==> config.mk <==
export PLATFORM = sky130hd
export DESIGN_NAME = ppg_ctrl
export DESIGN_NICKNAME = d
export VERILOG_FILES = /design/src/sv/ppg_pkg.sv /design/src/sv/ppg_ctrl.sv
export SDC_FILE = /design/constraint.sdc
export NUM_CORES = 1
export LEC_CHECK = 0
export ABC_AREA = 1
export CORE_MARGIN = 1.5
export CORE_UTILIZATION = 50
export CTS_BUF_LIST = sky130_fd_sc_hd__clkbuf_2
export CTS_CLUSTER_SIZE = 20
export DETAILED_ROUTE_END_ITERATION = 10
export DONT_BUFFER_PORTS = 1
export GPL_TIMING_DRIVEN = 0
export PLACE_DENSITY = 0.75
export SETUP_SLACK_MARGIN = 0.3
export SYNTH_ARGS = -nofsm -noshare
export SYNTH_HDL_FRONTEND = slang
export SYNTH_SLANG_ARGS = --single-unit
==> constraint.sdc <==
create_clock -name clk_i -period 1.26 [get_ports clk_i]
set_clock_uncertainty 0.05 [all_clocks]
set_input_delay 0 -clock clk_i [delete_from_list [all_inputs] [get_ports clk_i]]
set_output_delay 0 -clock clk_i [all_outputs]
set_load 0.1 [all_outputs]
==> src/sv/ppg_pkg.sv <==
// Shared types, constants and codes of the pulse-oximeter sample processor.
package ppg_pkg;

  localparam int SampleBits     = 18;
  localparam int ProdBits       = 2 * SampleBits;
  localparam int DivBits        = 32;
  localparam int AddrBits       = 5;
  localparam int DefWindowDepth = 60;
  localparam int DefRateDepth   = 8;

  localparam logic [17:0] FingerLevelRst = 18'd30000;
  localparam logic [15:0] BeatLevelRst   = 16'd200;
  localparam logic [17:0] MinSwingRst    = 18'd50;
  localparam logic [5:0]  MinFillRst     = 6'd20;
  localparam logic [15:0] HpAlphaRst     = 16'd62259;
  localparam logic [15:0] MinGapRst      = 16'd300;
  localparam logic [15:0] MaxGapRst      = 16'd1500;

  localparam logic [39:0] HpLimit     = 40'h7F_FFFF_FFFF;
  localparam logic [21:0] CoefSq      = 22'd2953052;
  localparam logic [20:0] CoefLin     = 21'd1989279;
  localparam logic [22:0] CoefZero    = 23'd6215761;
  localparam logic [15:0] KeepWeight  = 16'd58982;
  localparam logic [12:0] NewWeight   = 13'd6554;
  localparam logic [18:0] RatioClip   = 19'd262144;
  localparam logic [15:0] MsPerMinute = 16'd60000;
  localparam logic [11:0] Spo2Min     = 12'd80;
  localparam logic [11:0] Spo2Max     = 12'd100;

  typedef enum logic [2:0] {
    REG_FINGER_LEVEL,
    REG_BEAT_LEVEL,
    REG_MIN_IR_SWING,
    REG_MIN_FILL,
    REG_HP_ALPHA,
    REG_MIN_GAP,
    REG_MAX_GAP
  } reg_idx_e;

  typedef enum logic [1:0] {
    DIV_RATE,
    DIV_AVG,
    DIV_RATIO
  } div_sel_e;

  typedef enum logic [4:0] {
    S_IDLE,
    S_CLEAR,
    S_HP_ABS,
    S_HP_MUL,
    S_BEAT,
    S_RATE_DIV,
    S_RATE_PUSH,
    S_RATE_SUM,
    S_AVG_GO,
    S_AVG_DIV,
    S_AVG_SET,
    S_WIN_WR,
    S_FILL,
    S_SCAN,
    S_SCAN_TAIL,
    S_SWING,
    S_PRODUCTS,
    S_RATIO_GO,
    S_RATIO_DIV,
    S_POLY1,
    S_POLY2,
    S_POLY3,
    S_SMOOTH,
    S_OUT
  } state_e;

  typedef struct packed {
    logic [17:0] finger_level;
    logic [15:0] beat_level;
    logic [17:0] min_ir_swing;
    logic [5:0]  min_fill;
    logic [15:0] hp_alpha;
    logic [15:0] min_gap;
    logic [15:0] max_gap;
  } cfg_t;

  typedef struct packed {
    logic     load;
    logic     clear;
    logic     hp_abs;
    logic     hp_mul;
    logic     beat;
    logic     div_start;
    div_sel_e div_sel;
    logic     rate_push;
    logic     sum_start;
    logic     sum_step;
    logic     avg_set;
    logic     win_wr;
    logic     scan_start;
    logic     scan_step;
    logic     swing;
    logic     products;
    logic     ratio_set;
    logic     poly1;
    logic     poly2;
    logic     poly3;
    logic     smooth;
    logic     out_load;
  } cmd_t;

  typedef struct packed {
    logic finger_ok;
    logic beat_rate;
    logic div_busy;
    logic sum_last;
    logic fill_ok;
    logic scan_last;
    logic spo2_ok;
    logic ratio_sat;
  } sts_t;

endpackage

==> src/sv/ppg_ctrl.sv <==
// Sequencer that steps the datapath through one sample word.
module ppg_ctrl (
  input  logic          clk_i,
  input  logic          rst_ni,
  input  logic          in_valid_i,
  output logic          in_ready_o,
  output logic          out_valid_o,
  input  logic          out_ready_i,
  input  ppg_pkg::sts_t sts_i,
  output ppg_pkg::cmd_t cmd_o
);
  import ppg_pkg::*;

  state_e state_q, state_d;
  logic   out_valid_q, out_valid_d;
  logic   out_free;
  cmd_t   cmd;

  assign out_free    = !out_valid_q || out_ready_i;
  assign in_ready_o  = (state_q == S_IDLE);
  assign out_valid_o = out_valid_q;
  assign cmd_o       = cmd;

  always_comb begin
    state_d = state_q;
    cmd     = '0;
    cmd.div_sel = DIV_RATE;
    unique case (state_q)
      S_IDLE: begin
        if (in_valid_i) begin
          cmd.load = 1'b1;
          state_d  = sts_i.finger_ok ? S_HP_ABS : S_CLEAR;
        end
      end
      S_CLEAR: begin
        cmd.clear = 1'b1;
        state_d   = S_OUT;
      end
      S_HP_ABS: begin
        cmd.hp_abs = 1'b1;
        state_d    = S_HP_MUL;
      end
      S_HP_MUL: begin
        cmd.hp_mul = 1'b1;
        state_d    = S_BEAT;
      end
      S_BEAT: begin
        cmd.beat = 1'b1;
        if (sts_i.beat_rate) begin
          cmd.div_start = 1'b1;
          cmd.div_sel   = DIV_RATE;
          state_d       = S_RATE_DIV;
        end else begin
          state_d = S_WIN_WR;
        end
      end
      S_RATE_DIV: begin
        if (!sts_i.div_busy) state_d = S_RATE_PUSH;
      end
      S_RATE_PUSH: begin
        cmd.rate_push = 1'b1;
        cmd.sum_start = 1'b1;
        state_d       = S_RATE_SUM;
      end
      S_RATE_SUM: begin
        cmd.sum_step = 1'b1;
        if (sts_i.sum_last) state_d = S_AVG_GO;
      end
      S_AVG_GO: begin
        cmd.div_start = 1'b1;
        cmd.div_sel   = DIV_AVG;
        state_d       = S_AVG_DIV;
      end
      S_AVG_DIV: begin
        if (!sts_i.div_busy) state_d = S_AVG_SET;
      end
      S_AVG_SET: begin
        cmd.avg_set = 1'b1;
        state_d     = S_WIN_WR;
      end
      S_WIN_WR: begin
        cmd.win_wr = 1'b1;
        state_d    = S_FILL;
      end
      S_FILL: begin
        if (sts_i.fill_ok) begin
          cmd.scan_start = 1'b1;
          state_d        = S_SCAN;
        end else begin
          state_d = S_OUT;
        end
      end
      S_SCAN: begin
        cmd.scan_step = 1'b1;
        if (sts_i.scan_last) state_d = S_SCAN_TAIL;
      end
      S_SCAN_TAIL: begin
        state_d = S_SWING;
      end
      S_SWING: begin
        cmd.swing = 1'b1;
        state_d   = S_PRODUCTS;
      end
      S_PRODUCTS: begin
        if (sts_i.spo2_ok) begin
          cmd.products = 1'b1;
          state_d      = S_RATIO_GO;
        end else begin
          state_d = S_OUT;
        end
      end
      S_RATIO_GO: begin
        if (sts_i.ratio_sat) begin
          cmd.ratio_set = 1'b1;
          state_d       = S_POLY1;
        end else begin
          cmd.div_start = 1'b1;
          cmd.div_sel   = DIV_RATIO;
          state_d       = S_RATIO_DIV;
        end
      end
      S_RATIO_DIV: begin
        cmd.div_sel = DIV_RATIO;
        if (!sts_i.div_busy) begin
          cmd.ratio_set = 1'b1;
          state_d       = S_POLY1;
        end
      end
      S_POLY1: begin
        cmd.poly1 = 1'b1;
        state_d   = S_POLY2;
      end
      S_POLY2: begin
        cmd.poly2 = 1'b1;
        state_d   = S_POLY3;
      end
      S_POLY3: begin
        cmd.poly3 = 1'b1;
        state_d   = S_SMOOTH;
      end
      S_SMOOTH: begin
        cmd.smooth = 1'b1;
        state_d    = S_OUT;
      end
      S_OUT: begin
        if (out_free) begin
          cmd.out_load = 1'b1;
          state_d      = S_IDLE;
        end
      end
      default: state_d = S_IDLE;
    endcase
  end

  always_comb begin
    out_valid_d = out_valid_q;
    if (cmd.out_load) begin
      out_valid_d = 1'b1;
    end else if (out_ready_i) begin
      out_valid_d = 1'b0;
    end
  end

  always_ff @(posedge clk_i or negedge rst_ni) begin
    if (!rst_ni) begin
      state_q     <= S_IDLE;
      out_valid_q <= 1'b0;
    end else begin
      state_q     <= state_d;
      out_valid_q <= out_valid_d;
    end
  end

`ifndef SYNTH
  a_no_overwrite: assert property (@(posedge clk_i) disable iff (!rst_ni)
    cmd.out_load |-> out_free)
    else $error("result word overwritten before it was taken");
  a_one_at_a_time: assert property (@(posedge clk_i) disable iff (!rst_ni)
    in_valid_i && in_ready_o |=> !in_ready_o)
    else $error("second word taken while one is in flight");
  a_div_idle_start: assert property (@(posedge clk_i) disable iff (!rst_ni)
    cmd.div_start |-> !sts_i.div_busy)
    else $error("division started while divider busy");
`endif

endmodule

==> results of run 1 <==
## cell families after synthesis
family | count (synthesis) | share of synthesized area (%)
compound gates | 10 | 6.62
buf+inv | 36 | 17.7
flops | 6 | 18.5
simple gates | 110 | 57.2
## metrics by stage
stage          area [sq um]  worst slack, ns
2_1_floorplan          1020           -0.624
3_3_place_gp           1040           -0.875
3_5_place_dp           1040           -0.909
4_1_cts                1430           -0.702
## timing repair
action	in CTS
hold buffers	4
resized for setup	55
setup endpoints to repair	30
pin swaps	19
setup buffers	18
hold endpoints to repair	8
## cells in the mapped netlist, drive strengths merged
| cell type | count | area share (%) |
|---|---|---|
| nand4 | 3 | 2.3 |
| nor3 | 2 | 1.2 |
| nand3b | 2 | 1.8 |
| o22ai | 1 | 0.77 |
| o21ai | 5 | 3.1 |
| nand3 | 14 | 8.6 |
| nor2 | 26 | 14 |
| buf | 3 | 2.5 |
| dfrtp | 6 | 18 |
| nand2 | 63 | 29 |
| a21oi | 3 | 1.8 |
| a22oi | 1 | 0.92 |
| inv | 33 | 15 |
==> impl_metrics.yaml, run 1 <==
run_status:
  outcome: "stopped before the end"
  stop_stage: "5_1_grt"
  error: "[ERROR DPL-0038] Utilization greater than 100%, impossible to legalize"
placement:
  placedCellCount: 178
  place_congestion: 0.957
  dp_hpwl_um: 2030
  io_buffer_count: 0
synthesis:
  ys_ff_latch: 6
  syn_inst: 162
  netlist-cell-type-count: 18
  syn_area_sq_um: 813
  syn_area_per_cell_sq_um: 5.02
  synth_sequential_area_ratio_pct: 18.5
  yosys_warnings: 0
  synth_nets: 174
timing:
  postGrtWorstEndpoint: "cmd_o[17]"
  worst_endpoint_kind: "top-level output"
die:
  initial_core_util_pct: 54.0
  die_x_um: 43.3
  rows: 14
  die_h_um: 43.3
  pin_count: 37
cts:
  clock_sinks: 6
  cts_root_buf: "clkbuf_2"
  clockBufferDepth: 2
  cts_inserted_buffers: 3
  htreeDepth: 1
global_routing:
  grt_max_degree: 7
==> inputs of run 2 (changes only) <==
Settings changed: CORE_AREA set to 2 2 63 65, CORE_MARGIN 1.5 to unset, CORE_UTILIZATION 50 to unset, CTS_BUF_LIST sky130_fd_sc_hd__clkbuf_2 to unset, CTS_CLUSTER_SIZE 20 to unset, DIE_AREA set to 0 0 65 67, PLACE_DENSITY 0.75 to unset, PLACE_DENSITY_LB_ADDON set to 0.15, SETUP_SLACK_MARGIN 0.3 to unset.
Clock period 1.26 ns to 1.6 ns, I/O delays scaled along.
==> impl_metrics.yaml, run 2 <==
run_status:
  outcome: "finished with violations"
  violations: "setup timing"
synthesis:
  syn_area_per_cell_sq_um: 5.02
  yosys_warnings: 0
  post-synth-top-count-cell: "nand2_1"
  netlist-cell-type-count: 18
  synth_area_leaders: "nand2_1, dfrtp_1, inv_1"
  yosys-top-cells-count: "nand2_1, inv_1, nor2_1"
  synth_top_area_share_pct: 28.6
  syn_inst: 162
  async_reset_ff_share_pct: 100
  ys.flop_type: "dfrtp_1"
  post-synth-top-area-cell: "nand2_1"
  synth_nets: 174
  synth_edf_count: 0
  syn_area_sq_um: 813
  synth_sequential_area_ratio_pct: 18.5
  ys_ff_latch: 6
die:
  pin_count: 37
  die_h_um: 67
  die_x_um: 65
  die-area_sq_um: 4360
  initial_core_util_pct: 22.6
  core_sq_um: 3610
  rows: 22
timing:
  worst_slew_pin_slew_ns: 1.01
  setup_viol: 22
  rsz0062_at_grt: "true"
  fin_crit_ns: 1.99
  slew_violations: 0
  fin_crit_sh_pct: 124
  hold_violations: 0
  finalSetupTns_ns: -4.19
  fmax_mhz: 503
  layout_setup_ws_ns: -0.387
  max_slew_margin_pct: 32.4
critical_path:
  worst_ep_required_time_ns: 1.55
  worstSetupEndpointType: "output port"
  crit_type: "reg -> out"
  worstPathArrival_ns: 1.94
  cp_max_fo: 7
  start_kind: "register"
finish:
  fin_util_pct: 39.5
  fin_nets: 195
  regMostFlops: "state_q"
  mostFrequentLayoutCell: "nand2_1"
  fin_area_sq_um: 1420
  fin_cells: 229
  diodes: 0
  largest_register_ffs: 5
  drive_above_1_share_pct: 50.8
  area_growth_pct: 74.9
  final_cell_mix: "nand2_1, nor2_4, nand2_2"
global_routing:
  grt_max_degree: 8
  antenna_found_initial: 0
  track_usage_pct: 13.8
  grt_pass1_vias: 1037
  grt_first_pass_wirelength_um: 4660
  overflow: 0
drt:
  wl_per_cell_um: 13.1
  wl_um: 3010
  drc: 0
  drt_iter0_markers: 41
  ant_nets: 0
  drt-vias-per-instance: 4.70
  num_vias: 1077
  drt-pass1-iter-count: 5
cts:
  clk_latency_ns: 0.22
  clockBufferDepth: 2
  htreeDepth: 1
  clock_sinks: 6
  clkTransAtPathRegs_ns: 0.03
  cts_root_buf: "clkbuf_8"
  cts_inserted_buffers: 3
  cts_tree: "yes"
placement:
  dp_hpwl_um: 2300
  placedCellCount: 210
  io_buffer_count: 0
  place_congestion: 0.897
  dpl-instance-area_sq_um: 981
run:
  cap_violations: 0
worst_hold_path:
  min-delay-path-class: "in -> async"
==> run 2: cell counts after synthesis <==
No cell type changed its count.
==> run 2: timing repair <==
| action | in CTS | in global routing |
|---|---|---|
| hold buffers | 2 | 0 |
| pin swaps | 15 | 20 |
| setup endpoints to repair | 29 | 26 |
| setup buffers | 7 | 8 |
| endpoints found under the hold margin | 7 | 0 |
| gates resized for setup | 59 | 23 |
==> run 2: cell families after synthesis <==
logic type | share of synthesized area [%]
AO/OA/AOI/OAI | 6.62
buffers and inverters | 17.7
AND/OR/NAND/NOR | 57.2
flip-flops | 18.5
==> run 2: final timing paths <==
check                                       start                 endpoint  slack, ns  cells past startpoint
min                                        rst_ni  out_valid_o$_DFFE_PN0P_       0.03                      1
max in group asynchronous                  rst_ni  out_valid_o$_DFFE_PN0P_       1.24                      1
min in group clk_i                       sts_i[7]   state_q[0]$_DFFE_PN0P_       0.04                      5
min reg2reg                state_q[4]$_DFFE_PN0P_   state_q[4]$_DFFE_PN0P_       0.51                      2
max                        state_q[0]$_DFFE_PN0P_                cmd_o[22]      -0.39                      5
max reg2reg                state_q[0]$_DFFE_PN0P_   state_q[2]$_DFFE_PN0P_      -0.37                     10
==> run 2: critical path, stage by stage, from the launching register on <==
cell and delay (ns):
dfrtp_2 0.46, nor2_4 0.15, nand2_4 0.09, buf_4 0.14, buf_4 0.13, nor3_4 0.75
==> run 2: routing by layer <==
| metal | global-route usage, % | vias to the layer above | wire, um |
|---|---|---|---|
| met2 | 24.5 | 51 | 1490 |
| met5 | 0 | - | 0 |
| met3 | 3.04 | 6 | 233 |
| li1 | - | 538 | - |
| met1 | 16.7 | 482 | 1240 |
| met4 | 3.99 | 0 | 51 |
==> run 2: cell type report <==
type                       instances  area [sq um]
buffer                             2          40.0
clock buffer                       3          41.3
fill                             382          2180
inverter                          33           171
multi-input combinational        120           797
sequential                         6           160
tap                               48          60.1
timing repair buffer              17           153
==> run 2: through the flow <==
| stage | hold WS, ns | setup slack, ns |
|---|---|---|
| 4_1_cts | 0.0424 | -0.389 |
| 2_1_floorplan | -0.346 | -0.335 |
| 5_1_grt | 0.0474 | -0.485 |
| 3_3_place_gp | -0.345 | -0.566 |
| 3_5_place_dp | -0.345 | -0.541 |
| 6_report | 0.0347 | -0.387 |
Power of run 2 is left out: the tool's default activity adds up to more than one toggle a clock period on the data nets, which glitch-free logic cannot reach.
==> inputs of run 3 (changes only) <==
Settings changed: ABC_AREA 1 to 0.
==> impl_metrics.yaml, run 3 <==
critical_path:
  worstPathArrival_ns: 2.13
  crit_type: "reg -> out"
  cpLargestDelayFamily: "simple AND/OR/NAND/NOR gates"
  r2r-start: "state_q[3]$_DFFE_PN0P_"
  start_kind: "register"
  reg2reg_depth: 8
  critPathMaxStageDelay_ns: 1.12
  r2r_slack_ns: -0.45
  slowest_stage: "nor4b_4"
  crit_chain: "buf_6, or2_4, nor4b_4"
  path_buf_inv: 1
  worstSetupEndpointType: "output port"
  cp_max_fo: 3
  r2r_end: "state_q[0]$_DFFE_PN0P_"
  worst_ep_required_time_ns: 1.55
synthesis:
  synth_sequential_area_ratio_pct: 17.1
  syn_area_sq_um: 876
  synth_edf_count: 0
  synth_top_area_share_pct: 17.1
  yosys-top-cells-count: "nor2_1, nor3_1, clkbuf_1, o21ai_0"
  post-synth-top-area-cell: "dfrtp_1"
  yosys_warnings: 0
  netlist-cell-type-count: 45
  ys.flop_type: "dfrtp_1"
  synth_area_leaders: "dfrtp_1, nor3_1, mux2_4"
  ys_ff_latch: 6
  syn_area_per_cell_sq_um: 7.30
  syn_inst: 120
  async_reset_ff_share_pct: 100
  synth_nets: 132
global_routing:
  antenna_found_initial: 0
  overflow: 0
  grt_first_pass_wirelength_um: 6060
  grt_pass1_vias: 1123
  grt_max_degree: 11
  track_usage_pct: 18.6
cts:
  cts_inserted_buffers: 3
  clk_latency_ns: 0.23
  cts_root_buf: "clkbuf_8"
  clockBufferDepth: 2
  htreeDepth: 1
  clock_sinks: 6
  cts_tree: "yes"
  clkTransAtPathRegs_ns: 0.04
timing:
  fmax_mhz: 458
  slew_violations: 0
  layout_setup_ws_ns: -0.583
  setup_viol: 29
  fin_crit_sh_pct: 136
  hold_violations: 0
  fin_crit_ns: 2.18
  rsz0062_at_grt: "true"
  worst_slew_pin_slew_ns: 1.31
  max_slew_margin_pct: 12.1
die:
  rows: 22
  die_h_um: 67
  pin_count: 37
  die_x_um: 65
  initial_core_util_pct: 24.3
  core_sq_um: 3610
  die-area_sq_um: 4360
finish:
  area_growth_pct: 118
  drive_above_1_share_pct: 70.0
  fin_area_sq_um: 1910
  mostFrequentLayoutCell: "buf_4"
  largest_register_ffs: 5
  final_cell_mix: "buf_4, buf_6, nor3_4"
  regMostFlops: "state_q"
  fin_nets: 174
  diodes: 0
run_status:
  violations: "setup timing"
  outcome: "finished with violations"
drt:
  wl_um: 3940
  drt-pass1-iter-count: 4
  drt_iter0_markers: 71
  num_vias: 1146
  ant_nets: 0
  drt-vias-per-instance: 5.51
  drc: 0
  wl_per_cell_um: 19.0
placement:
  dpl-instance-area_sq_um: 1270
  place_congestion: 0.765
  pre_cts_slack_ns: -0.566
  dp_hpwl_um: 2290
  io_buffer_count: 0
worst_hold_path:
  min-delay-path-class: "in -> async"
run:
  cap_violations: 0
[run 3: logic make-up after synthesis]
group / count (synthesis) / share of synthesized area (%)
xor gates and xnor gates: 2 / 2.00
AOI/OAI and AO/OA: 31 / 25.0
DFF: 6 / 17.1
buffers and inverters: 19 / 12.0
muxes: 3 / 5.14
and+or+nand+nor: 59 / 38.7
[run 3: stage by stage]
stage          utilization [%]  instances  hold WS [ns]  TNS (ns)
6_report                  53.0        208        0.0256    -11.23
3_3_place_gp              35.2        168        -0.345     -5.55
3_5_place_dp              35.2        168        -0.345     -5.33
2_1_floorplan                -        120        -0.346     -3.27
5_1_grt                   53.0        208        0.0325    -12.27
4_1_cts                   50.6        202        0.0321     -9.54
[run 3: layout make-up]
cell class | instances | area, sq um
buffer | 11 | 191
clock buffer | 3 | 41.3
fill | 313 | 1690
inverter | 4 | 31.3
multi-input combinational | 95 | 1010
sequential | 6 | 156
tap | 48 | 60.1
timing repair buffer | 41 | 420
[run 3: worst register-to-register path, delay by kind of cell (launching register included)]
kind            cells  cell delay [ns]
flops               1             0.39
mux                 1             0.30
compound gates      1             0.18
simple gates        2             0.50
buf+inv             4             0.53
[run 3: worst max path at each step]
stage | from | endpoint | cells past startpoint
2_1_floorplan | state_q[3]$_DFFE_PN0P_ | cmd_o[21] | 4
3_3_place_gp | state_q[3]$_DFFE_PN0P_ | cmd_o[21] | 4
3_5_place_dp | state_q[3]$_DFFE_PN0P_ | cmd_o[21] | 4
4_1_cts | state_q[0]$_DFFE_PN0P_ | cmd_o[14] | 5
5_1_grt | state_q[3]$_DFFE_PN0P_ | cmd_o[21] | 3
6_report | state_q[3]$_DFFE_PN0P_ | cmd_o[21] | 3
[run 3: per-layer routing]
metal  vias up  global-route usage [%]  routed length, um
li1        528                       -                  -
met1       562                    24.5               1590
met2        50                    30.9               2030
met3         6                    1.86                271
met4         0                    7.71                 57
met5         -                       0                  0
[run 3: what timing repair did]
item                                    4_1_cts  5_1_grt
setup buffers                                31       10
hold buffers                                  2        0
pin swaps                                    28       19
resized for setup                            50       15
endpoints found under the setup margin       29       29
hold endpoints to repair                      7        0
Power of run 3 is left out for the same reason.
