==> config.mk <==
export PLATFORM = sky130hd
export DESIGN_NAME = ppg_regs
export DESIGN_NICKNAME = d
export VERILOG_FILES = /design/src/sv/ppg_pkg.sv /design/src/sv/ppg_regs.sv
export SDC_FILE = /design/constraint.sdc
export NUM_CORES = 1
export LEC_CHECK = 0
export ABC_AREA = 0
export BUFFER_PORTS_ARGS = -buffer_cell sky130_fd_sc_hd__buf_4
export CAP_MARGIN = 10
export CORE_MARGIN = 10
export CORE_UTILIZATION = 45
export DETAILED_ROUTE_END_ITERATION = 7
export GPL_TIMING_DRIVEN = 0
export PLACE_DENSITY = 0.78
export SLEW_MARGIN = 30
export SYNTH_ARGS = -nofsm -noshare
export SYNTH_HDL_FRONTEND = slang
export SYNTH_SLANG_ARGS = --single-unit
==> constraint.sdc <==
create_clock -name clk_i -period 3.3 [get_ports clk_i]
set_input_delay 0.495 -clock clk_i [delete_from_list [all_inputs] [get_ports clk_i]]
set_output_delay 0.495 -clock clk_i [all_outputs]
set_load 0.02 [all_outputs]
==> src/sv/ppg_pkg.sv <==
// Shared types, constants and codes of the pulse-oximeter sample processor.
package ppg_pkg;

  localparam int SampleBits     = 18;
  localparam int ProdBits       = 2 * SampleBits;
  localparam int DivBits        = 32;
  localparam int AddrBits       = 5;
  localparam int DefWindowDepth = 60;
  localparam int DefRateDepth   = 8;

  localparam logic [17:0] FingerLevelRst = 18'd30000;
  localparam logic [15:0] BeatLevelRst   = 16'd200;
  localparam logic [17:0] MinSwingRst    = 18'd50;
  localparam logic [5:0]  MinFillRst     = 6'd20;
  localparam logic [15:0] HpAlphaRst     = 16'd62259;
  localparam logic [15:0] MinGapRst      = 16'd300;
  localparam logic [15:0] MaxGapRst      = 16'd1500;

  localparam logic [39:0] HpLimit     = 40'h7F_FFFF_FFFF;
  localparam logic [21:0] CoefSq      = 22'd2953052;
  localparam logic [20:0] CoefLin     = 21'd1989279;
  localparam logic [22:0] CoefZero    = 23'd6215761;
  localparam logic [15:0] KeepWeight  = 16'd58982;
  localparam logic [12:0] NewWeight   = 13'd6554;
  localparam logic [18:0] RatioClip   = 19'd262144;
  localparam logic [15:0] MsPerMinute = 16'd60000;
  localparam logic [11:0] Spo2Min     = 12'd80;
  localparam logic [11:0] Spo2Max     = 12'd100;

  typedef enum logic [2:0] {
    REG_FINGER_LEVEL,
    REG_BEAT_LEVEL,
    REG_MIN_IR_SWING,
    REG_MIN_FILL,
    REG_HP_ALPHA,
    REG_MIN_GAP,
    REG_MAX_GAP
  } reg_idx_e;

  typedef enum logic [1:0] {
    DIV_RATE,
    DIV_AVG,
    DIV_RATIO
  } div_sel_e;

  typedef enum logic [4:0] {
    S_IDLE,
    S_CLEAR,
    S_HP_ABS,
    S_HP_MUL,
    S_BEAT,
    S_RATE_DIV,
    S_RATE_PUSH,
    S_RATE_SUM,
    S_AVG_GO,
    S_AVG_DIV,
    S_AVG_SET,
    S_WIN_WR,
    S_FILL,
    S_SCAN,
    S_SCAN_TAIL,
    S_SWING,
    S_PRODUCTS,
    S_RATIO_GO,
    S_RATIO_DIV,
    S_POLY1,
    S_POLY2,
    S_POLY3,
    S_SMOOTH,
    S_OUT
  } state_e;

  typedef struct packed {
    logic [17:0] finger_level;
    logic [15:0] beat_level;
    logic [17:0] min_ir_swing;
    logic [5:0]  min_fill;
    logic [15:0] hp_alpha;
    logic [15:0] min_gap;
    logic [15:0] max_gap;
  } cfg_t;

  typedef struct packed {
    logic     load;
    logic     clear;
    logic     hp_abs;
    logic     hp_mul;
    logic     beat;
    logic     div_start;
    div_sel_e div_sel;
    logic     rate_push;
    logic     sum_start;
    logic     sum_step;
    logic     avg_set;
    logic     win_wr;
    logic     scan_start;
    logic     scan_step;
    logic     swing;
    logic     products;
    logic     ratio_set;
    logic     poly1;
    logic     poly2;
    logic     poly3;
    logic     smooth;
    logic     out_load;
  } cmd_t;

  typedef struct packed {
    logic finger_ok;
    logic beat_rate;
    logic div_busy;
    logic sum_last;
    logic fill_ok;
    logic scan_last;
    logic spo2_ok;
    logic ratio_sat;
  } sts_t;

endpackage

==> src/sv/ppg_regs.sv <==
// Configuration register file behind the APB-style port.
module ppg_regs (
  input  logic                           clk_i,
  input  logic                           rst_ni,
  input  logic                           psel,
  input  logic                           penable,
  input  logic                           pwrite,
  input  logic [ppg_pkg::AddrBits-1:0]   paddr,
  input  logic [31:0]                    pwdata,
  output logic [31:0]                    prdata,
  output logic                           pready,
  output ppg_pkg::cfg_t                  cfg_o
);
  import ppg_pkg::*;

  cfg_t     cfg_q, cfg_d;
  reg_idx_e idx;
  logic     wr_en;

  assign idx    = reg_idx_e'(paddr[AddrBits-1:2]);
  assign wr_en  = psel && penable && pwrite;
  assign pready = 1'b1;
  assign cfg_o  = cfg_q;

  always_comb begin
    cfg_d = cfg_q;
    if (wr_en) begin
      unique case (idx)
        REG_FINGER_LEVEL: cfg_d.finger_level = pwdata[17:0];
        REG_BEAT_LEVEL:   cfg_d.beat_level   = pwdata[15:0];
        REG_MIN_IR_SWING: cfg_d.min_ir_swing = pwdata[17:0];
        REG_MIN_FILL:     cfg_d.min_fill     = pwdata[5:0];
        REG_HP_ALPHA:     cfg_d.hp_alpha     = pwdata[15:0];
        REG_MIN_GAP:      cfg_d.min_gap      = pwdata[15:0];
        REG_MAX_GAP:      cfg_d.max_gap      = pwdata[15:0];
        default: ;
      endcase
    end
  end

  always_comb begin
    unique case (idx)
      REG_FINGER_LEVEL: prdata = 32'(cfg_q.finger_level);
      REG_BEAT_LEVEL:   prdata = 32'(cfg_q.beat_level);
      REG_MIN_IR_SWING: prdata = 32'(cfg_q.min_ir_swing);
      REG_MIN_FILL:     prdata = 32'(cfg_q.min_fill);
      REG_HP_ALPHA:     prdata = 32'(cfg_q.hp_alpha);
      REG_MIN_GAP:      prdata = 32'(cfg_q.min_gap);
      REG_MAX_GAP:      prdata = 32'(cfg_q.max_gap);
      default:          prdata = 32'd0;
    endcase
  end

  always_ff @(posedge clk_i or negedge rst_ni) begin
    if (!rst_ni) begin
      cfg_q.finger_level <= FingerLevelRst;
      cfg_q.beat_level   <= BeatLevelRst;
      cfg_q.min_ir_swing <= MinSwingRst;
      cfg_q.min_fill     <= MinFillRst;
      cfg_q.hp_alpha     <= HpAlphaRst;
      cfg_q.min_gap      <= MinGapRst;
      cfg_q.max_gap      <= MaxGapRst;
    end else begin
      cfg_q <= cfg_d;
    end
  end

endmodule

-- Yosys cells after proc, flatten, opt, wreduce, memory -nomap -nowiden
Index checks and enable logic that the tools add are counted.
- bits of input ports: 42
- output and inout bits: 139
- bits in registers: 106
- mux-type cells: 1
- reduce and logical (&&, ||, !) cells: 10
- eq/ne operators: 6
- operators by type and width (cell ; number):
    $pmux 18 s7 ; 1
    $reduce_and 2->1 ; 7
    $eq 3x3->1 const B ; 3
    $eq 3x2->1 const B ; 2
    $eq 3x1->1 const B ; 1
    $logic_not 3->1 ; 1
    $logic_and 1x1->1 ; 2

-- Longest topological paths before layout
Gate-level depths: netlist of the first run.
- depth after elaboration: 3
- gate-level depth with buffers: 6
- gate-level depth less buffers: 3

-- Worst setup path after synthesis of the first run
OpenSTA, ideal clock, no wires.
- path type: input port to output port
- from: input paddr[4] (netlist name)
- to: output prdata[11]
- path buffers: 2
- stages: 5
- data required time: 2805 ps
- arrival time: 1640 ps
- path slack: 1165 ps
- cells stage by stage: buf_4 > clkbuf_1 > nand3_1 > o21a_1 > o21ai_0
- longest elaborated chain between the ends: 2
- elaborated cells on any way between the ends: 8
- those cells by class: eq/ne: 6; mux: 1; reduce/logical: 1
- ends and longest elaborated chain (element ; RTL line ; source):
    start, declared ; ppg_regs.sv:8 ; input logic [ppg_pkg::AddrBits-1:0] paddr,
    $eq 3x3->1, or another cell as far along ; ppg_regs.sv:42 ; unique case (idx)
    $pmux 18 s7 * ; ppg_regs.sv:42 ;
    end, declared ; ppg_regs.sv:10 ; output logic [31:0] prdata,
Every way passes the cells marked *; elsewhere a longest branch is shown, timed or not.

-- Worst setup path after layout of the first run
- from: input paddr[4] (netlist name)
- to: output prdata[4]
Same word-level chain as after synthesis.

==> results of run 1 <==
-- layout by cell type (no fill, tap or decap), types with 2 or more instances in the layout --
master and n:
sky130_fd_sc_hd__o211ai_1 4, sky130_fd_sc_hd__buf_12 2, sky130_fd_sc_hd__nand2b_1 4, sky130_fd_sc_hd__or2_2 3
sky130_fd_sc_hd__nor2_8 5, sky130_fd_sc_hd__o21ai_0 7, sky130_fd_sc_hd__mux2_2 88, sky130_fd_sc_hd__buf_4 164
sky130_fd_sc_hd__nor3_1 2, sky130_fd_sc_hd__mux2i_1 39, sky130_fd_sc_hd__nand3_1 2, sky130_fd_sc_hd__mux2_4 20
sky130_fd_sc_hd__clkbuf_16 9, sky130_fd_sc_hd__a21o_1 2, sky130_fd_sc_hd__conb_1 15, sky130_fd_sc_hd__nand2_1 10
sky130_fd_sc_hd__o221ai_1 2, sky130_fd_sc_hd__dfstp_2 36, sky130_fd_sc_hd__o21a_1 6, sky130_fd_sc_hd__dfrtp_1 70
sky130_fd_sc_hd__nand3b_1 6, sky130_fd_sc_hd__o22a_1 4, sky130_fd_sc_hd__clkbuf_8 2, sky130_fd_sc_hd__nor2_1 2
sky130_fd_sc_hd__o22ai_1 2, sky130_fd_sc_hd__clkbuf_1 7, sky130_fd_sc_hd__buf_2 7, sky130_fd_sc_hd__clkinv_2 2
sky130_fd_sc_hd__a22o_1 3, sky130_fd_sc_hd__a31oi_1 7, sky130_fd_sc_hd__buf_6 5, sky130_fd_sc_hd__and4b_1 4
sky130_fd_sc_hd__nor2b_1 2
-- cells in the mapped netlist (4+ instances only) --
cell type	count	share of area, %
sky130_fd_sc_hd__o21ai_0	7	0.66
sky130_fd_sc_hd__mux2_2	88	19
sky130_fd_sc_hd__nor2_8	5	1.9
sky130_fd_sc_hd__o211ai_1	4	0.56
sky130_fd_sc_hd__and4b_1	4	0.75
sky130_fd_sc_hd__buf_4	18	2.5
sky130_fd_sc_hd__mux2_4	20	5.6
sky130_fd_sc_hd__mux2i_1	39	7.3
sky130_fd_sc_hd__o22a_1	4	0.66
sky130_fd_sc_hd__nand3b_1	6	0.85
sky130_fd_sc_hd__clkbuf_1	4	0.28
sky130_fd_sc_hd__buf_6	5	1.1
sky130_fd_sc_hd__nand2b_1	4	0.47
sky130_fd_sc_hd__a31oi_1	7	0.82
sky130_fd_sc_hd__buf_2	7	0.66
sky130_fd_sc_hd__o21a_1	6	0.85
sky130_fd_sc_hd__dfstp_2	36	18
sky130_fd_sc_hd__dfrtp_1	70	33
sky130_fd_sc_hd__nand2_1	10	0.71
-- power groups by stage --
| stage | Combinational, mW | Clock, mW | Sequential [mW] |
|---|---|---|---|
| finish | 1.46 | 1.07 | 1.85 |
| detailed placement | 1.48 | 0 | 1.87 |
| floorplan | 0.507 | 0 | 2.13 |
| CTS | 1.48 | 1.09 | 1.85 |
| global placement | 1.45 | 0 | 1.85 |
| global route | 1.56 | 1.14 | 1.89 |
-- metrics by stage --
step	power [mW]	hold WS [ns]	cells	utilization, %
2_1_floorplan	2.64	0.199	389	-
3_3_place_gp	3.30	0.514	679	57.7
3_5_place_dp	3.34	0.522	679	57.8
4_1_cts	4.41	0.320	695	60.3
5_1_grt	4.58	0.326	695	60.3
6_report	4.38	0.223	695	60.3
-- area by class of cell --
class                      count  area, sq um
sequential                   106         2700
fill                         953         4570
clock buffer                  13          250
multi-input combinational    247         2390
buffer                        36          282
tap                          143          179
timing repair buffer         147         1110
clock inverter                 3         40.0
-- routing by layer --
metal / part of all wire (%) / wire [microns] / GRT usage, %
met1: 41 / 6650 / 22.8
met2: 49 / 7870 / 32.6
met3: 8.8 / 1410 / 7.06
met4: 1.0 / 167 / 5.82
met5: 0 / 0 / 0
-- logic make-up after synthesis --
logic type	Yosys count
other cells	2
mux	147
compound gates	39
buf+inv	36
flops	106
simple gates	46
-- worst paths after layout --
kind | startpoint | endpoint | slack, ns
min in group clk_i | pwdata[17] | cfg_o[105] | 0.40
setup / recovery | paddr[4] | prdata[4] | 0.54
setup reg to reg | cfg_o[34] | cfg_o[34] | 2.48
hold / removal | rst_ni | cfg_o[49] | 0.22
hold reg to reg | cfg_o[43] | cfg_o[43] | 0.54
max in group asynchronous | rst_ni | cfg_o[70] | 2.45
==> results.sh, run 1 <==
export IMPL_final_setup_viol_count=0
export IMPL_cts_htree_levels=3
export IMPL_residual_drc=0
export IMPL_postCtsHoldBufs=0
export IMPL_synth_area_mux_share_pct=31.6
export IMPL_ratio_of_final_minimum_period_to_clock_period_pct=83.8
export IMPL_drc_marker_count_from_the_first_detailed_route_iteration=223
export IMPL_insertion_delay_of_the_later_clocked_pin_in_the_worst_skew_pair_ns=0.34
export IMPL_route_final_wire_length_mm=16.1
export IMPL_comb_power_share_pct=33.3
export IMPL_drt_pass1_iter_count=4
export IMPL_fp_row_count=39
export IMPL_numClockSinks=106
export IMPL_hpwl_mm=11.5
export IMPL_antenna_found_initial=0
export IMPL_synth_enable_flop_cells=0
export IMPL_cell_with_the_most_instances_on_the_worst_path="sky130_fd_sc_hd__buf_4"
export IMPL_post_synth_fa_ha_maj_area_fraction_pct=0
export IMPL_post_detailed_route_via_to_cell_ratio=5.35
export IMPL_outcome="completed"
export IMPL_globalRoute_totalOverflow=0
export IMPL_asyncSetResetFlopFracSynth_pct=100
export IMPL_rr_worst_depth=1
export IMPL_synthSimpleGateAreaFrac_pct=7.08
export IMPL_path_cells="buf_4 > buf_4 > buf_2 > nor2b_1 > nand2_1 > a31oi_1 > buf_4"
export IMPL_core_area_sq_um=11500
export IMPL_cts_resized=0
export IMPL_power_report_internal_total_mw=2.93
export IMPL_num_vias=3717
export IMPL_drv_max_cap_violation_count=0
export IMPL_netlist_instances=376
export IMPL_tightest_slew_ns=0.855
export IMPL_post_cts_buffers=0
export IMPL_synth_top_family_by_area="multiplexers"
export IMPL_first_pass_grt_wire_length_mm=24.9
export IMPL_initial_core_util_pct=46.2
export IMPL_final_hold_viol_count=0
export IMPL_p_sw_mw=1.45
export IMPL_timing_fmax_ghz=0.362
export IMPL_synth_yosys_seq_area_share_pct=50.7
export IMPL_layout_area_overhead_vs_synth_pct=30.6
export IMPL_die_area_sq_um=16600
export IMPL_antenna_left=0
export IMPL_synth_compound_area_share_pct=5.15
export IMPL_synth_cell_type_count=38
export IMPL_pin_count_of_the_biggest_net_entering_global_routing=107
export IMPL_place_worst_setup_slack_ns=0.555
export IMPL_place_area_sq_um=6650
export IMPL_unrepaired_setup_endpoints_after_global_routing="no"
export IMPL_leakage_nw=3.41
export IMPL_worstSetupPathDepth=7
export IMPL_finish_instance_area_sq_um=6950
export IMPL_worst_ep_arrival_time_ns=2.27
export IMPL_globalplace_congestion=0.838
export IMPL_endpoint_kind="output pin"
export IMPL_proportion_of_power_drawn_by_the_clock_network_pct=24.4
export IMPL_port_buffer_count=147
export IMPL_post_synth_cell_area_avg_sq_um=14.1
export IMPL_cts_reportedPaths_clkPinSlew_ns=0.06
export IMPL_crit_required_ns=2.80
export IMPL_share_of_post_route_cells_with_drive_strength_above_1_pct=63.0
export IMPL_mappedNetlistArea_sq_um=5320
export IMPL_yosys_area_share_xor_xnor_pct=0
export IMPL_finalSetupTns_ns=0
export IMPL_nNetsFinal=589
export IMPL_timing_clock_skew_ns=0
export IMPL_numCtsBuffers=9
export IMPL_setup_slack_ns=0.536
export IMPL_irDropWorstVdd_v=0.000374
export IMPL_critPathLaunchType="primary input"
export IMPL_slew_headroom_pct=43.0
export IMPL_synth_warnings=0
export IMPL_clockRootBuffer="sky130_fd_sc_hd__clkbuf_16"
export IMPL_period_needed_ns=2.76
export IMPL_sw_frac_of_total_pct=33.2
export IMPL_cts_root_to_sink_buffers=2
export IMPL_diodes=0
export IMPL_worstPathBufferInverterCount=4
export IMPL_first_global_vias=4314
export IMPL_wl_per_cell_microns=23.2
export IMPL_synth_seq_cells=106
export IMPL_critical_path_class="primary input to output pin"
export IMPL_ios=181
export IMPL_critical_path_top_delay_family="buffers and inverters"
export IMPL_number_of_flip_flops_under_the_largest_register_name=106
export IMPL_sequentialPowerShare_pct=42.2
export IMPL_grt_use_total_pct=19.4
export IMPL_die_height_microns=129
export IMPL_power_density_nw_per_um2=631
export IMPL_die_width_microns=129
export IMPL_timing_final_max_slew_violations=0
export IMPL_cts_tree="done"
export IMPL_ys_dominant_reg_cell="sky130_fd_sc_hd__dfrtp_1"
export IMPL_slowest_delay_ns=0.63
export IMPL_worstPathMaxFanout=10
export IMPL_timing_critical_path_slowest_stage_cell="sky130_fd_sc_hd__nor2b_1"
export IMPL_hp_class="primary input to async pin"
Note: power is estimated with default switching activity, not from simulation.
==> inputs of run 2 (changes only) <==
--- a/config.mk
+++ b/config.mk
@@ -12,7 +12,7 @@
 export CORE_UTILIZATION = 45
 export DETAILED_ROUTE_END_ITERATION = 7
 export GPL_TIMING_DRIVEN = 0
-export PLACE_DENSITY = 0.78
+export PLACE_DENSITY = 0.81
 export SLEW_MARGIN = 30
 export SYNTH_ARGS = -nofsm -noshare
 export SYNTH_HDL_FRONTEND = slang
==> constraint.sdc (replaced) <==
create_clock -name clk_i -period 2.33 [get_ports clk_i]
set_input_delay 0.3495 -clock clk_i [delete_from_list [all_inputs] [get_ports clk_i]]
set_output_delay 0.3495 -clock clk_i [all_outputs]
set_load 0.02 [all_outputs]
==> run 2 against run 1 <==
Design area increased by 1.1%. Combinational power increased by 42%. Power increased by 47%. Non-clock buffer count unchanged. Global-route usage decreased by 0.13 points. Sequential share of layout area decreased by 0.43 points. Core utilization increased by 0.67 points. Largest cell class unchanged.
==> results.sh, run 2 (synthesis results as in run 1) <==
export IMPL_pin_count_of_the_biggest_net_entering_global_routing=107
export IMPL_postCtsHoldBufs=0
export IMPL_cts_root_to_sink_buffers=2
export IMPL_antenna_left=0
export IMPL_layout_commonest_cell="sky130_fd_sc_hd__buf_4"
export IMPL_layout_area_overhead_vs_synth_pct=32.1
export IMPL_setup_slack_ns=0.0978
export IMPL_hpwl_mm=11.6
export IMPL_insertion_delay_of_the_later_clocked_pin_in_the_worst_skew_pair_ns=0.34
export IMPL_final_hold_viol_count=0
export IMPL_route_final_wire_length_mm=16.0
export IMPL_timing_final_max_slew_violations=0
export IMPL_layout_cells_non_filler=695
export IMPL_globalRoute_totalOverflow=0
export IMPL_critical_path_class="primary input to output pin"
export IMPL_ratio_of_final_minimum_period_to_clock_period_pct=95.8
export IMPL_outcome="completed"
export IMPL_drt_pass1_iter_count=4
export IMPL_report_power_total_mw=6.45
export IMPL_mostFrequentLayoutCells="sky130_fd_sc_hd__buf_4, sky130_fd_sc_hd__mux2_2, sky130_fd_sc_hd__dfrtp_1, sky130_fd_sc_hd__mux2i_1, sky130_fd_sc_hd__dfstp_2"
export IMPL_cts_reportedPaths_clkPinSlew_ns=0.07
export IMPL_grt_use_total_pct=19.3
export IMPL_die_width_microns=129
export IMPL_nNetsFinal=589
export IMPL_fp_row_count=39
export IMPL_numCtsBuffers=9
export IMPL_cts_tree="done"
export IMPL_worstPathMaxFanout=10
export IMPL_placed_cells_incl_taps=679
export IMPL_numClockSinks=106
export IMPL_cts_htree_levels=3
export IMPL_antenna_found_initial=0
export IMPL_hp_class="primary input to async pin"
export IMPL_worst_ep_arrival_time_ns=1.88
export IMPL_irDropWorstVdd_v=0.000461
export IMPL_number_of_flip_flops_under_the_largest_register_name=106
export IMPL_timing_fmax_ghz=0.448
export IMPL_period_needed_ns=2.23
export IMPL_wl_per_cell_microns=23.0
export IMPL_post_detailed_route_via_to_cell_ratio=5.41
export IMPL_ios=181
export IMPL_unrepaired_setup_endpoints_after_global_routing="no"
export IMPL_leakage_nw=3.46
export IMPL_globalplace_congestion=0.783
export IMPL_first_global_vias=4261
export IMPL_drc_marker_count_from_the_first_detailed_route_iteration=228
export IMPL_critPathLaunchType="primary input"
export IMPL_reg2reg_slack_ns=1.52
export IMPL_timing_clock_skew_ns=0
export IMPL_residual_drc=0
export IMPL_finalSetupTns_ns=0
export IMPL_tightest_slew_ns=0.854
export IMPL_place_worst_setup_slack_ns=-0.156
export IMPL_diodes=0
export IMPL_first_pass_grt_wire_length_mm=24.4
export IMPL_final_setup_viol_count=0
export IMPL_clockRootBuffer="sky130_fd_sc_hd__clkbuf_16"
export IMPL_die_height_microns=129
export IMPL_slew_headroom_pct=43.1
export IMPL_num_vias=3762
export IMPL_initial_core_util_pct=46.2
export IMPL_endpoint_kind="output pin"
export IMPL_fin_hold_ws_ns=0.0581
export IMPL_port_buffer_count=147
export IMPL_share_of_post_route_cells_with_drive_strength_above_1_pct=64.3
export IMPL_power_density_nw_per_um2=919
export IMPL_crit_required_ns=1.98
export IMPL_drv_max_cap_violation_count=0
export IMPL_die_area_sq_um=16600
export IMPL_core_area_sq_um=11500
-- run 2: cell count changes in the layout (fill, tap and decap cells not counted) --
cell,before,now
sky130_fd_sc_hd__clkbuf_1,7,2
sky130_fd_sc_hd__bufinv_16,1,3
sky130_fd_sc_hd__clkbuf_2,0,2
sky130_fd_sc_hd__clkbuf_8,2,3
sky130_fd_sc_hd__nor2b_1,2,1
sky130_fd_sc_hd__nor2b_4,0,1
sky130_fd_sc_hd__nor3b_1,1,0
sky130_fd_sc_hd__nor3b_2,0,1
-- run 2: final timing paths --
| path | depth (start not counted) | endpoint | startpoint |
|---|---|---|---|
| worst min register to register | 1 | cfg_o[60] | cfg_o[60] |
| max in group asynchronous | 1 | cfg_o[26] | rst_ni |
| worst max register to register | 1 | cfg_o[48] | cfg_o[48] |
| worst min-delay path | 1 | cfg_o[91] | rst_ni |
| worst max-delay path | 6 | prdata[8] | paddr[2] |
| min in group clk_i | 2 | cfg_o[105] | pwdata[17] |
-- run 2: layer usage --
| metal | share of wire (%) | vias up | global-route usage [%] |
|---|---|---|---|
| met2 | 50 | 130 | 32.4 |
| met1 | 41 | 1939 | 22.4 |
| met5 | 0 | - | 0 |
| met4 | 1.1 | 0 | 6.96 |
| li1 | - | 1682 | - |
| met3 | 7.9 | 11 | 6.61 |
-- run 2: repair_timing --
item,in CTS,in global routing
endpoints found under the setup margin,7,7
gates resized for setup,2,4
buffers inserted,0,0
-- run 2: layout make-up --
class / instances / area (sq um)
clock inverters: 5 / 100
repair buffers: 147 / 1110
flip-flops and latches: 106 / 2700
fillers: 948 / 4490
well taps: 143 / 179
multi-input cells: 247 / 2400
clock buffers: 11 / 253
plain buffers: 36 / 284
-- run 2: report_power, final --
part           total, mW  switching [mW]  internal, mW
Combinational       2.07            1.07         0.994
Sequential          2.62           0.321          2.29
Clock               1.77           0.663          1.11
-- run 2: through the flow --
step | instance area, sq um | util (%)
6_report | 7020 | 61.0
3_5_place_dp | 6650 | 57.8
4_1_cts | 7010 | 60.9
2_1_floorplan | 5370 | -
3_3_place_gp | 6650 | 57.7
5_1_grt | 7020 | 61.0
-- run 2: worst max-delay path, stage by stage --
cell	delay [ns]
sky130_fd_sc_hd__buf_6	0.11
sky130_fd_sc_hd__clkbuf_1	0.57
sky130_fd_sc_hd__clkbuf_2	0.43
sky130_fd_sc_hd__a31oi_1	0.13
sky130_fd_sc_hd__o211ai_1	0.12
sky130_fd_sc_hd__buf_4	0.18
